--- src/dpcm_pkg.sv ---
package dpcm_pkg;

    localparam int PIX_W     = 8;
    localparam int CFG_W     = 12;
    localparam int CFG_IDX_W = 2;
    localparam int COORD_W   = 11;
    localparam int SUM_W     = 33;
    localparam int CNT_W     = 23;
    localparam int DIV_CNT_W = $clog2(SUM_W);

    localparam logic [CFG_IDX_W-1:0] CFG_FRAME_WIDTH    = 2'd0;
    localparam logic [CFG_IDX_W-1:0] CFG_FRAME_HEIGHT   = 2'd1;
    localparam logic [CFG_IDX_W-1:0] CFG_DARK_THRESHOLD = 2'd2;

    localparam logic [CFG_W-1:0]   WIDTH_RESET     = 12'd640;
    localparam logic [CFG_W-1:0]   HEIGHT_RESET    = 12'd480;
    localparam logic [PIX_W-1:0]   THRESHOLD_RESET = 8'd100;
    localparam logic [PIX_W-1:0]   PIX_WHITE       = 8'd255;
    localparam logic [COORD_W-1:0] MARKER_RESET    = 11'd95;

    typedef struct packed {
        logic accept;
        logic start_div;
        logic commit;
    } dpcm_cmd_t;

    typedef struct packed {
        logic last;
        logic dark_any;
        logic div_done;
    } dpcm_stat_t;

endpackage

--- src/dpcm_div.sv ---
module dpcm_div (
    input  logic                         clk,
    input  logic                         rst_n,
    input  logic                         start,
    input  logic [dpcm_pkg::SUM_W-1:0]   dividend,
    input  logic [dpcm_pkg::CNT_W-1:0]   divisor,
    output logic                         done,
    output logic [dpcm_pkg::SUM_W-1:0]   quotient
);
    import dpcm_pkg::*;

    logic                 busy_reg, busy_next;
    logic                 done_reg, done_next;
    logic [DIV_CNT_W-1:0] cnt_reg, cnt_next;
    logic [CNT_W-1:0]     rem_reg, rem_next;
    logic [CNT_W-1:0]     dvs_reg, dvs_next;
    logic [SUM_W-1:0]     quo_reg, quo_next;
    logic [CNT_W:0]       trial;
    logic                 fits;

    // restoring division, one quotient bit per cycle; dividend shifts out of quo_reg
    always_comb
    begin
        trial     = {rem_reg, quo_reg[SUM_W-1]};
        fits      = trial >= {1'b0, dvs_reg};
        busy_next = busy_reg;
        done_next = 1'b0;
        cnt_next  = cnt_reg;
        rem_next  = rem_reg;
        dvs_next  = dvs_reg;
        quo_next  = quo_reg;
        if (start)
        begin
            busy_next = 1'b1;
            cnt_next  = DIV_CNT_W'(SUM_W - 1);
            rem_next  = '0;
            dvs_next  = divisor;
            quo_next  = dividend;
        end
        else if (busy_reg)
        begin
            rem_next = fits ? CNT_W'(trial - {1'b0, dvs_reg}) : trial[CNT_W-1:0];
            quo_next = {quo_reg[SUM_W-2:0], fits};
            cnt_next = cnt_reg - DIV_CNT_W'(1);
            if (cnt_reg == '0)
            begin
                busy_next = 1'b0;
                done_next = 1'b1;
            end
        end
    end

    always_ff @(posedge clk or negedge rst_n)
    begin
        if (!rst_n)
        begin
            busy_reg <= 1'b0;
            done_reg <= 1'b0;
            cnt_reg  <= '0;
        end
        else
        begin
            busy_reg <= busy_next;
            done_reg <= done_next;
            cnt_reg  <= cnt_next;
        end
    end

    always_ff @(posedge clk)
    begin
        rem_reg <= rem_next;
        dvs_reg <= dvs_next;
        quo_reg <= quo_next;
    end

    assign done     = done_reg;
    assign quotient = quo_reg;

endmodule

--- src/dpcm_ctrl.sv ---
module dpcm_ctrl (
    input  logic                  clk,
    input  logic                  rst_n,
    input  logic                  in_valid,
    input  logic                  out_ready,
    input  dpcm_pkg::dpcm_stat_t  stat,
    output logic                  in_ready,
    output logic                  out_valid,
    output dpcm_pkg::dpcm_cmd_t   cmd
);
    import dpcm_pkg::*;

    localparam logic ST_IDLE = 1'b0;
    localparam logic ST_DIV  = 1'b1;

    logic state_reg, state_next;
    logic out_valid_reg, out_valid_next;
    logic slot_free;

    always_comb
    begin
        slot_free      = !out_valid_reg || out_ready;
        state_next     = state_reg;
        out_valid_next = out_valid_reg;
        cmd            = '0;
        in_ready       = 1'b0;
        unique case (state_reg)
            ST_IDLE:
            begin
                in_ready   = slot_free;
                cmd.accept = in_valid && slot_free;
                if (cmd.accept)
                begin
                    // frame end with dark pixels waits for the new centroid
                    if (stat.last && stat.dark_any)
                    begin
                        cmd.start_div  = 1'b1;
                        state_next     = ST_DIV;
                        out_valid_next = 1'b0;
                    end
                    else
                    begin
                        out_valid_next = 1'b1;
                    end
                end
                else if (out_ready)
                begin
                    out_valid_next = 1'b0;
                end
            end
            ST_DIV:
            begin
                if (stat.div_done)
                begin
                    cmd.commit     = 1'b1;
                    out_valid_next = 1'b1;
                    state_next     = ST_IDLE;
                end
            end
            default:
            begin
                state_next = ST_IDLE;
            end
        endcase
    end

    always_ff @(posedge clk or negedge rst_n)
    begin
        if (!rst_n)
        begin
            state_reg     <= ST_IDLE;
            out_valid_reg <= 1'b0;
        end
        else
        begin
            state_reg     <= state_next;
            out_valid_reg <= out_valid_next;
        end
    end

    assign out_valid = out_valid_reg;

endmodule

--- src/dpcm_datapath.sv ---
module dpcm_datapath #(
    parameter int MAX_DIM = 2048
) (
    input  logic                             clk,
    input  logic                             rst_n,
    input  logic                             cfg_we,
    input  logic [dpcm_pkg::CFG_IDX_W-1:0]   cfg_index,
    input  logic [dpcm_pkg::CFG_W-1:0]       cfg_data,
    input  logic [dpcm_pkg::PIX_W-1:0]       in_red,
    input  logic [dpcm_pkg::PIX_W-1:0]       in_green,
    input  logic [dpcm_pkg::PIX_W-1:0]       in_blue,
    input  dpcm_pkg::dpcm_cmd_t              cmd,
    output dpcm_pkg::dpcm_stat_t             stat,
    output logic [dpcm_pkg::PIX_W-1:0]       out_red,
    output logic [dpcm_pkg::PIX_W-1:0]       out_green,
    output logic [dpcm_pkg::PIX_W-1:0]       out_blue,
    output logic                             frame_end,
    output logic                             found,
    output logic [dpcm_pkg::COORD_W-1:0]     centroid_x,
    output logic [dpcm_pkg::COORD_W-1:0]     centroid_y
);
    import dpcm_pkg::*;

    localparam int CW = $clog2(MAX_DIM);
    localparam int DW = (CW + 1 > CFG_W) ? CW + 1 : CFG_W;
    localparam int PW = ((CW > COORD_W) ? CW : COORD_W) + 1;

    logic [CFG_W-1:0]   width_reg, height_reg;
    logic [PIX_W-1:0]   thr_reg;

    logic [CW-1:0]      col_reg, col_next;
    logic [CW-1:0]      row_reg, row_next;
    logic [SUM_W-1:0]   sum_col_reg, sum_col_next;
    logic [SUM_W-1:0]   sum_row_reg, sum_row_next;
    logic [CNT_W-1:0]   cnt_reg, cnt_next;
    logic [COORD_W-1:0] marker_x_reg, marker_x_next;
    logic [COORD_W-1:0] marker_y_reg, marker_y_next;
    logic               found_reg, found_next;

    logic [PIX_W-1:0]   red_reg, green_reg, blue_reg;
    logic               frame_end_reg;

    logic [DW-1:0]      w_ext, h_ext, w_use, h_use;
    logic               row_end, last;
    logic               near_col, near_row, paint, dark;
    logic [PIX_W-1:0]   pix_r, pix_g, pix_b;
    logic [SUM_W-1:0]   sum_col_add, sum_row_add;
    logic [CNT_W-1:0]   cnt_add;
    logic               done_x, done_y;
    logic [SUM_W-1:0]   quo_x, quo_y;

    always_ff @(posedge clk or negedge rst_n)
    begin
        if (!rst_n)
        begin
            width_reg  <= WIDTH_RESET;
            height_reg <= HEIGHT_RESET;
            thr_reg    <= THRESHOLD_RESET;
        end
        else if (cfg_we)
        begin
            unique case (cfg_index)
                CFG_FRAME_WIDTH:    width_reg  <= cfg_data;
                CFG_FRAME_HEIGHT:   height_reg <= cfg_data;
                CFG_DARK_THRESHOLD: thr_reg    <= cfg_data[PIX_W-1:0];
                default:            ;
            endcase
        end
    end

    // dimensions clamped to 1..MAX_DIM
    always_comb
    begin
        w_ext = DW'(width_reg);
        h_ext = DW'(height_reg);
        if (w_ext == '0)
            w_use = DW'(1);
        else if (w_ext > DW'(MAX_DIM))
            w_use = DW'(MAX_DIM);
        else
            w_use = w_ext;
        if (h_ext == '0)
            h_use = DW'(1);
        else if (h_ext > DW'(MAX_DIM))
            h_use = DW'(MAX_DIM);
        else
            h_use = h_ext;
    end

    assign row_end = (DW'(col_reg) + DW'(1)) >= w_use;
    assign last    = row_end && ((DW'(row_reg) + DW'(1)) >= h_use);

    // 2x2 square to the upper left of the marker, no wrap at zero
    assign near_col = (PW'(col_reg) == PW'(marker_x_reg))
                   || (PW'(col_reg) + PW'(1) == PW'(marker_x_reg));
    assign near_row = (PW'(row_reg) == PW'(marker_y_reg))
                   || (PW'(row_reg) + PW'(1) == PW'(marker_y_reg));
    assign paint    = near_col && near_row;

    assign pix_r = paint ? PIX_WHITE : in_red;
    assign pix_g = paint ? PIX_WHITE : in_green;
    assign pix_b = paint ? PIX_WHITE : in_blue;
    assign dark  = (pix_r < thr_reg) && (pix_g < thr_reg) && (pix_b < thr_reg);

    assign sum_col_add = dark ? sum_col_reg + SUM_W'(col_reg) : sum_col_reg;
    assign sum_row_add = dark ? sum_row_reg + SUM_W'(row_reg) : sum_row_reg;
    assign cnt_add     = dark ? cnt_reg + CNT_W'(1) : cnt_reg;

    assign stat.last     = last;
    assign stat.dark_any = cnt_add != '0;
    assign stat.div_done = done_x && done_y;

    dpcm_div u_div_x (
        .clk      (clk),
        .rst_n    (rst_n),
        .start    (cmd.start_div),
        .dividend (sum_col_add),
        .divisor  (cnt_add),
        .done     (done_x),
        .quotient (quo_x)
    );

    dpcm_div u_div_y (
        .clk      (clk),
        .rst_n    (rst_n),
        .start    (cmd.start_div),
        .dividend (sum_row_add),
        .divisor  (cnt_add),
        .done     (done_y),
        .quotient (quo_y)
    );

    always_comb
    begin
        col_next      = col_reg;
        row_next      = row_reg;
        sum_col_next  = sum_col_reg;
        sum_row_next  = sum_row_reg;
        cnt_next      = cnt_reg;
        marker_x_next = marker_x_reg;
        marker_y_next = marker_y_reg;
        found_next    = found_reg;
        if (cmd.accept)
        begin
            found_next = 1'b0;
            if (last)
            begin
                col_next     = '0;
                row_next     = '0;
                sum_col_next = '0;
                sum_row_next = '0;
                cnt_next     = '0;
            end
            else
            begin
                sum_col_next = sum_col_add;
                sum_row_next = sum_row_add;
                cnt_next     = cnt_add;
                if (row_end)
                begin
                    col_next = '0;
                    row_next = row_reg + CW'(1);
                end
                else
                begin
                    col_next = col_reg + CW'(1);
                end
            end
        end
        if (cmd.commit)
        begin
            found_next    = 1'b1;
            marker_x_next = quo_x[COORD_W-1:0];
            marker_y_next = quo_y[COORD_W-1:0];
        end
    end

    always_ff @(posedge clk or negedge rst_n)
    begin
        if (!rst_n)
        begin
            col_reg      <= '0;
            row_reg      <= '0;
            sum_col_reg  <= '0;
            sum_row_reg  <= '0;
            cnt_reg      <= '0;
            marker_x_reg <= MARKER_RESET;
            marker_y_reg <= MARKER_RESET;
            found_reg    <= 1'b0;
        end
        else
        begin
            col_reg      <= col_next;
            row_reg      <= row_next;
            sum_col_reg  <= sum_col_next;
            sum_row_reg  <= sum_row_next;
            cnt_reg      <= cnt_next;
            marker_x_reg <= marker_x_next;
            marker_y_reg <= marker_y_next;
            found_reg    <= found_next;
        end
    end

    always_ff @(posedge clk)
    begin
        if (cmd.accept)
        begin
            red_reg       <= pix_r;
            green_reg     <= pix_g;
            blue_reg      <= pix_b;
            frame_end_reg <= last;
        end
    end

    assign out_red    = red_reg;
    assign out_green  = green_reg;
    assign out_blue   = blue_reg;
    assign frame_end  = frame_end_reg;
    assign found      = found_reg;
    // marker only moves while no output is held, so it can drive the port directly
    assign centroid_x = marker_x_reg;
    assign centroid_y = marker_y_reg;

endmodule

--- src/dark_pixel_centroid_marker_core.sv ---
// Dark pixel centroid marker: RGB pixels come in row order and go out one for one, with a
// white 2x2 square painted up and to the left of the current marker. Pixels with all three
// channels below dark_threshold are accumulated, and on the last pixel of a frame that holds
// dark pixels the marker moves to the mean column and row of those pixels. A new pixel is
// taken every cycle while out_ready keeps up; the last pixel of a frame that holds dark
// pixels waits for the two restoring dividers, which retire one quotient bit per cycle
// over the 33-bit coordinate sums. cfg_ready is always high; configuration must be written
// only between frames while the block is idle, which the block itself does not enforce.
module dark_pixel_centroid_marker_core #(
    parameter int MAX_DIM = 2048
) (
    input  logic                             clk,
    input  logic                             rst_n,
    input  logic                             cfg_valid,
    output logic                             cfg_ready,
    input  logic [dpcm_pkg::CFG_IDX_W-1:0]   cfg_index,
    input  logic [dpcm_pkg::CFG_W-1:0]       cfg_data,
    input  logic                             in_valid,
    output logic                             in_ready,
    input  logic [dpcm_pkg::PIX_W-1:0]       in_red,
    input  logic [dpcm_pkg::PIX_W-1:0]       in_green,
    input  logic [dpcm_pkg::PIX_W-1:0]       in_blue,
    output logic                             out_valid,
    input  logic                             out_ready,
    output logic [dpcm_pkg::PIX_W-1:0]       out_red,
    output logic [dpcm_pkg::PIX_W-1:0]       out_green,
    output logic [dpcm_pkg::PIX_W-1:0]       out_blue,
    output logic                             frame_end,
    output logic                             found,
    output logic [dpcm_pkg::COORD_W-1:0]     centroid_x,
    output logic [dpcm_pkg::COORD_W-1:0]     centroid_y
);
    import dpcm_pkg::*;

    dpcm_cmd_t  cmd;
    dpcm_stat_t stat;

    assign cfg_ready = 1'b1;

    dpcm_ctrl u_ctrl (
        .clk       (clk),
        .rst_n     (rst_n),
        .in_valid  (in_valid),
        .out_ready (out_ready),
        .stat      (stat),
        .in_ready  (in_ready),
        .out_valid (out_valid),
        .cmd       (cmd)
    );

    dpcm_datapath #(
        .MAX_DIM (MAX_DIM)
    ) u_datapath (
        .clk        (clk),
        .rst_n      (rst_n),
        .cfg_we     (cfg_valid && cfg_ready),
        .cfg_index  (cfg_index),
        .cfg_data   (cfg_data),
        .in_red     (in_red),
        .in_green   (in_green),
        .in_blue    (in_blue),
        .cmd        (cmd),
        .stat       (stat),
        .out_red    (out_red),
        .out_green  (out_green),
        .out_blue   (out_blue),
        .frame_end  (frame_end),
        .found      (found),
        .centroid_x (centroid_x),
        .centroid_y (centroid_y)
    );

endmodule

--- config.mk ---
export PLATFORM = sky130hd
export DESIGN_NAME = dark_pixel_centroid_marker_core
export DESIGN_NICKNAME = d
export VERILOG_FILES = /design/src/dpcm_pkg.sv /design/src/dpcm_div.sv /design/src/dpcm_ctrl.sv /design/src/dpcm_datapath.sv /design/src/dark_pixel_centroid_marker_core.sv
export SDC_FILE = /design/constraint.sdc
export NUM_CORES = 1
export LEC_CHECK = 0
export BUFFER_PORTS_ARGS = -buffer_cell sky130_fd_sc_hd__buf_2
export CELL_PAD_IN_SITES_DETAIL_PLACEMENT = 0
export CELL_PAD_IN_SITES_GLOBAL_PLACEMENT = 1
export CORE_UTILIZATION = 50
export DETAILED_ROUTE_END_ITERATION = 8
export PLACE_DENSITY = 0.93
export RECOVER_POWER = 25
export SYNTH_ARGS = -nofsm -noshare
export SYNTH_HDL_FRONTEND = slang
export SYNTH_SLANG_ARGS = --single-unit
--- constraint.sdc ---
create_clock -name clk -period 7.9 [get_ports clk]
set_input_delay 0 -clock clk [delete_from_list [all_inputs] [get_ports clk]]
set_output_delay 0 -clock clk [all_outputs]
set_load 0.005 [all_outputs]
Word-level counts from Yosys, hierarchy flattened
Index checks and enable logic that the tools add are counted.
{ "totals": {"ff_bits": 344, "input_bits": 43, "out_inout_bits": 51, "word_cells": 137} }
{ "classes": {"addsub": 11, "order_cmp": 9, "eq_ne": 8, "mux": 54, "bitwise": 1, "reduce_logical": 26} }
{ "ops": {"columns": ["operator", "count"], "rows": [
  ["two-way mux 33 bit", 8],
  ["two-way mux 23 bit", 4],
  ["adder 33 x 11 -> 33 bit", 2],
  [">= comparator 24 x 23 -> 1 bit", 2],
  ["two-way mux 12 bit", 4],
  ["subtractor 23 bit", 2],
  ["two-way mux 11 bit", 4],
  ["adder 11 x 1 -> 12 bit, second input constant", 2],
  ["== test 12 x 11 -> 1 bit", 2],
  [">= comparator 12 bit", 2],
  ["> comparator 12 bit, second input constant", 2],
  ["logical NOT 12 bit", 2],
  ["less-than comparator 8 bit", 3],
  ["two-way mux 1 bit", 24],
  ["two-way mux 6 bit", 4],
  ["two-way mux 8 bit", 3],
  ["adder 23 x 1 -> 23 bit, second input constant", 1],
  ["nonzero test 23 bit", 1],
  ["adder 11 x 1 -> 11 bit, second input constant", 2],
  ["== test 11 bit", 2],
  ["logical NOT 6 bit", 2],
  ["subtractor 6 x 1 -> 6 bit, second input constant", 2],
  ["AND reduction 2 bit", 5],
  ["nonzero test 2 bit", 4],
  ["11 further kinds", 20]
]} }

Longest topological paths before layout
{ "logic_depth": {"ltp_word": 16, "ltp_mapped": 29, "ltp_nobuf": 23} }

Hierarchy
Synthesis repeated with hierarchy kept, for this count alone.
{ "hier_totals": {"hier_cells": 2306, "hier_area_um2": 22467.8} }
{ "modules_own_cells": {"columns": ["module", "n_inst", "cells_each", "area_each_um2", "seq_area_each_um2"], "rows": [
  ["dpcm_datapath", 1, 1376, 12674.7, 4931.0],
  ["dpcm_div at u_datapath.u_div_y", 1, 479, 4996.0, 2342.2],
  ["dpcm_div at u_datapath.u_div_x", 1, 434, 4647.0, 2342.2],
  ["dpcm_ctrl", 1, 15, 138.9, 50.0],
  ["dark_pixel_centroid_marker_core", 1, 2, 11.3, 0.0]
]} }

Worst setup path after synthesis
Ideal clock, no wire load.
{ "synth_timing": {"path_kind": "reg2reg", "start": "reg u_datapath.row_reg[0]", "end": "reg u_datapath.u_div_x.quo_reg[0], in the netlist u_datapath.u_div_x.quotient[0], enable pin", "setup_time_ps": 489, "arrival_ps": 5572, "required_time_ps": 7411, "slack_ps": 1839, "path_stages_with_launch": 26, "n_path_buf": 4, "synth_period_minus_slack_ps": 6061, "path_cell_list": "dfrtp_1 -> ha_1 -> and3_1 -> buf_2 -> nand3_1 -> nor2_1 -> a221o_1 -> nand4_1 -> nand2_1 -> o21ai_0 -> clkbuf_1 -> nand2b_1 -> ha_1 -> a21o_1 -> a2111oi_0 -> and3_1 -> nand3_1 -> o2bb2ai_1 -> and3_1 -> buf_2 -> and3_1 -> a211oi_1 -> a2111oi_2 -> a31o_2 -> clkbuf_1 -> nand2b_1"} }
{ "synth_between": {"elab_cells_between_ends": 22, "cone_classes": "add/sub: 1; order compare: 4; eq/ne: 2; mux: 7; reduce/logical: 8"} }
{ "synth_rtl": {"columns": ["item", "line", "text"], "rows": [
  ["from (decl)", "dpcm_datapath.sv:32", "logic [CW-1:0] row_reg, row_next;"],
  ["from (signal assigned)", "dpcm_datapath.sv:194", "row_reg <= row_next;"],
  ["adder 11 x 1 -> 12 bit", "dpcm_datapath.sv:97", "|| (PW'(row_reg) + PW'(1) == PW'(marker_y_reg));"],
  ["== test 12 x 11 -> 1 bit", "dpcm_datapath.sv:97", null],
  ["logical OR 1 bit (*)", "dpcm_datapath.sv:97", null],
  ["logical AND 1 bit (*)", "dpcm_datapath.sv:98", "assign paint = near_col && near_row;"],
  ["two-way mux 8 bit (*)", "dpcm_datapath.sv:102", "assign pix_b = paint ? PIX_WHITE : in_blue;"],
  ["named net u_datapath.pix_b[6]", "dpcm_datapath.sv:46", "logic [PIX_W-1:0] pix_r, pix_g, pix_b;"],
  ["less-than comparator 8 bit (*)", "dpcm_datapath.sv:103", "assign dark = (pix_r < thr_reg) && (pix_g < thr_reg) && (pix_b < thr_reg);"],
  ["logical AND 1 bit (*)", "dpcm_datapath.sv:103", null],
  ["two-way mux 23 bit (*)", "dpcm_datapath.sv:107", "assign cnt_add = dark ? cnt_reg + CNT_W'(1) : cnt_reg;"],
  ["nonzero test 23 bit (*)", "dpcm_datapath.sv:110", "assign stat.dark_any = cnt_add != '0;"],
  ["logical AND 1 bit (*)", "dpcm_ctrl.sv:35", "if (stat.last && stat.dark_any)"],
  ["two-way mux 1 bit (*)", "dpcm_ctrl.sv:35", null],
  ["two-way mux 1 bit (*)", "dpcm_ctrl.sv:32", "if (cmd.accept)"],
  ["two-way mux 2 bit (*)", "dpcm_ctrl.sv:27", "unique case (state_reg)"],
  ["nonzero test 2 bit (no line) (*)", null, null],
  ["to (signal assigned)", "dpcm_div.sv:73", "quo_reg <= quo_next;"],
  ["to (decl)", "dpcm_div.sv:17", "logic [SUM_W-1:0] quo_reg, quo_next;"]
]} }
The timed path passes the listed nets; every way through them passes the cells marked *.
A chain may end at the register's enable or synchronous reset.

Final worst setup path
{ "layout_timing": {"start": "reg u_datapath.row_reg[1]", "end": "reg u_datapath.u_div_x.dvs_reg[10], enable pin"} }
{ "layout_between": {"elab_cells_between_ends": 21, "cone_classes": "add/sub: 1; order compare: 4; eq/ne: 2; mux: 7; reduce/logical: 7"} }
{ "layout_rtl": {"columns": ["item", "line", "text"], "rows": [
  ["adder 11 x 1 -> 12 bit", "dpcm_datapath.sv:97", null],
  ["== test 12 x 11 -> 1 bit", "dpcm_datapath.sv:97", null],
  ["logical OR 1 bit (*)", "dpcm_datapath.sv:97", null],
  ["logical AND 1 bit (*)", "dpcm_datapath.sv:98", null],
  ["two-way mux 8 bit (*)", "dpcm_datapath.sv:102", null],
  ["named net u_datapath.pix_b[5]", "dpcm_datapath.sv:46", null],
  ["less-than comparator 8 bit (*)", "dpcm_datapath.sv:103", null],
  ["logical AND 1 bit (*)", "dpcm_datapath.sv:103", null],
  ["two-way mux 23 bit (*)", "dpcm_datapath.sv:107", null],
  ["nonzero test 23 bit (*)", "dpcm_datapath.sv:110", null],
  ["logical AND 1 bit (*)", "dpcm_ctrl.sv:35", null],
  ["two-way mux 1 bit (*)", "dpcm_ctrl.sv:35", null],
  ["two-way mux 1 bit (*)", "dpcm_ctrl.sv:32", null],
  ["two-way mux 2 bit (*)", "dpcm_ctrl.sv:27", null],
  ["to (signal assigned)", "dpcm_div.sv:72", "dvs_reg <= dvs_next;"],
  ["to (decl)", "dpcm_div.sv:16", "logic [CNT_W-1:0] dvs_reg, dvs_next;"]
]} }
Marks and branches as above.

==> results.cfg <==
[outcome]
status = finished, violations left
violations = capacitance limit, slew limit

[synth]
netlist_area_um2 = 21200
syn_nets = 2335
ys_types = 87
syn_avg_cell_area_um2 = 9.76
yosys_warnings = 0
synthArstFlopShare = 0.535
synth_seq_cells = 344
synthFlopType = dfrtp_1
syn_inst = 2168
ys_seq_area_frac = 0.424
synth_edf_count = 114

[floorplan]
die_height_um = 208
ios = 94
start_util = 0.506
die_w_um = 208
num_rows = 75
die_area_um2 = 43200
core_region_area_um2 = 41900

[power]
internal_power_uw = 3100
seqPwrFrac = 0.463
p_per_area_nw_per_um2 = 174
power.switching_uw = 1030
p_leak_uw = 0.0103
clkPwrFrac = 0.443
switching_share = 0.249
power_frac_comb = 0.094
ir_drop_v = 0.000176

[clocking]
cts_tree = done
post_cts_buffers = 0
cts_buffers = 39
htreeDepth = 2
path_clk_slew_ns = 0.06
ctsResizeCount = 0
cts.sinks = 344
hold_buffers = 42
clock_path_buffers = 3
clk_latency_ns = 0.55
clock-root-buffer = clkbuf_16

[critical_path]
critPathKind = reg2reg
endpoint_kind = flop
start_kind = flop
cp_data_required_time_ns = 8.09
crit_fanout = 117
cp_data_arrival_time_ns = 7.17

[global_routing]
antenna_found_initial = 0
grt_use_total = 0.243
grt_pass1_wl_um = 86300
grt_max_degree = 118
gr-total-overflow = 0
grt_pass1_vias = 17000

[detailed_routing]
vias = 16800
avgViaCountPerCell = 5.94
drtPass1Iterations = 7
drcViolationCount = 0
antenna_left = 0
wl_per_cell_um = 18.6
drtIter0Drc = 1124
wirelength_um = 52500

[sta]
fmax_mhz = 143
finalHoldViolCount = 0
rsz0062_at_grt = no
fin_crit_ns = 6.97
clock_skew_ns = 0.0310
slew_viol_final = 163
setup_tns_ns = 0
finalCritPeriodShare = 0.883
worstMarginPinSlew_ns = 4.76
max_slew_margin = -2.18
setup_viol = 0

[cells_and_area]
final_common_cell = nand2_1
area_growth_syn_to_layout_pct = 12.1
final_area_um2 = 23700
nets = 2419
drive_gt1_frac = 0.142
layout_common_cells = nand2_1 (207), dfrtp_1 (163), nor2_1 (148)
antenna_cells = 0
fillCellCount = 3535
seqCellArea_um2 = 8970
multiInputGateArea_um2 = 11400

[placed_design]
io_buffers = 92
hpwl_um = 35100
placed_area_um2 = 22100
routabilityCongestion = 0.897

[run]
drv_cap = 3

[hold_path]
hp-class = in2reg
## layout make-up
class	instances	share of cell area
clock inverter	21	0.00828
tap	539	0.0284
timing repair buffer	158	0.0434
inverter	96	0.0154
sequential	344	0.378
clock buffer	50	0.0459
multi-input combinational	1613	0.480
## power by group through the flow
| stage | Sequential, uW | Clock, uW | Combinational [uW] |
|---|---|---|---|
| floorplan | 1930 | 0 | 252 |
| CTS | 1910 | 1860 | 384 |
| global placement | 1940 | 0 | 354 |
| finish | 1910 | 1830 | 389 |
| detailed placement | 1950 | 0 | 365 |
| global route | 1920 | 1920 | 428 |
## through the flow
step	std cells	setup WS [ns]	utilization	hold WS [ns]	power, uW
floorplan	2168	1.84	-	-0.296	2180
global placement	2708	1.14	0.527	0.0891	2300
detailed placement	2708	0.917	0.527	0.0935	2310
CTS	2821	0.891	0.568	0.0738	4150
global route	2821	0.445	0.567	0.127	4270
finish	2821	0.927	0.567	0.131	4130
## final timing paths
| path | slack [ns] | end | from | cells after the start |
|---|---|---|---|---|
| setup / recovery | 0.93 | u_datapath.u_div_x.dvs_reg[10]$_DFFE_PP_ | u_datapath.row_reg[1]$_DFFE_PN0P_ | 23 |
| setup reg to reg | 0.93 | u_datapath.u_div_x.dvs_reg[10]$_DFFE_PP_ | u_datapath.row_reg[1]$_DFFE_PN0P_ | 23 |
| max in group asynchronous | 1.73 | u_datapath.cnt_reg[19]$_DFFE_PN0P_ | rst_n | 3 |
| hold reg to reg | 0.50 | u_datapath.sum_col_reg[23]$_DFFE_PN0P_ | u_datapath.sum_col_reg[23]$_DFFE_PN0P_ | 1 |
| min in group asynchronous | 1.69 | u_datapath.thr_reg[4]$_DFFE_PN0P_ | rst_n | 2 |
| hold / removal | 0.13 | u_datapath.thr_reg[5]$_DFFE_PN1P_ | cfg_valid | 3 |
## cells by family (layout without fill, tap and decap cells)
kind of cell / count (synthesis) / after routing / share of synthesized area
simple gates: 642 / 642 / 0.146
fa+ha+maj: 124 / 124 / 0.0747
flops: 344 / 344 / 0.424
xor+xnor: 173 / 173 / 0.0723
other cells: 1 / 1 / 0.000177
buf+inv: 211 / 325 / 0.0406
mux: 154 / 154 / 0.0819
compound gates: 519 / 519 / 0.161
## metal layers
metal / GRT usage / up-vias / part of all wire
li1: - / 7992 / -
met1: 0.308 / 8144 / 0.43
met2: 0.416 / 490 / 0.48
met3: 0.0371 / 130 / 0.050
met4: 0.101 / 0 / 0.035
met5: 0 / - / 0
## critical path: stages (launching register included)
cell       delay [ns]
dfrtp_1          0.48
ha_1             0.26
and3_1           0.28
nand3_1          0.17
a221o_1          0.39
nand4_1          0.20
nand2_1          0.09
o21ai_1          0.12
buf_4            0.29
nand2b_1         0.11
ha_1             0.19
a21o_1           0.15
a2111oi_0        0.35
and3_1           0.24
nand3_1          0.07
o2bb2ai_1        0.20
buf_4            0.17
nand3_2          0.34
nor3_2           0.48
mux2i_1          0.28
a2111oi_2        0.06
a31o_2           0.36
inv_6            0.80
buf_4            0.47
## cells in the mapped netlist (all sizes together), types with 10 or more instances
cell type,number,area [um2]
a211oi,48,360
a21boi,14,105
a21o,32,240
a21oi,108,541
a22o,14,123
a31oi,12,75.1
and3,27,169
buf,37,205
clkbuf,78,293
dfrtp,163,4080
dfstp,21,552
dfxtp,46,921
edfxtp,114,3420
ha,120,1500
inv,95,357
mux2,123,1420
mux2i,31,310
nand2,208,781
nand2b,39,244
nand3,50,255
nand3b,10,75.1
nand4,27,175
nor2,149,562
nor2b,23,144
nor3,49,255
nor4,17,113
o21a,11,82.6
o21ai,147,736
o21bai,14,105
o2bb2ai,11,96.3
o31ai,28,220
or3,10,62.6
xnor2,102,901
xor2,71,629
Power figures use the tool's default switching activity.
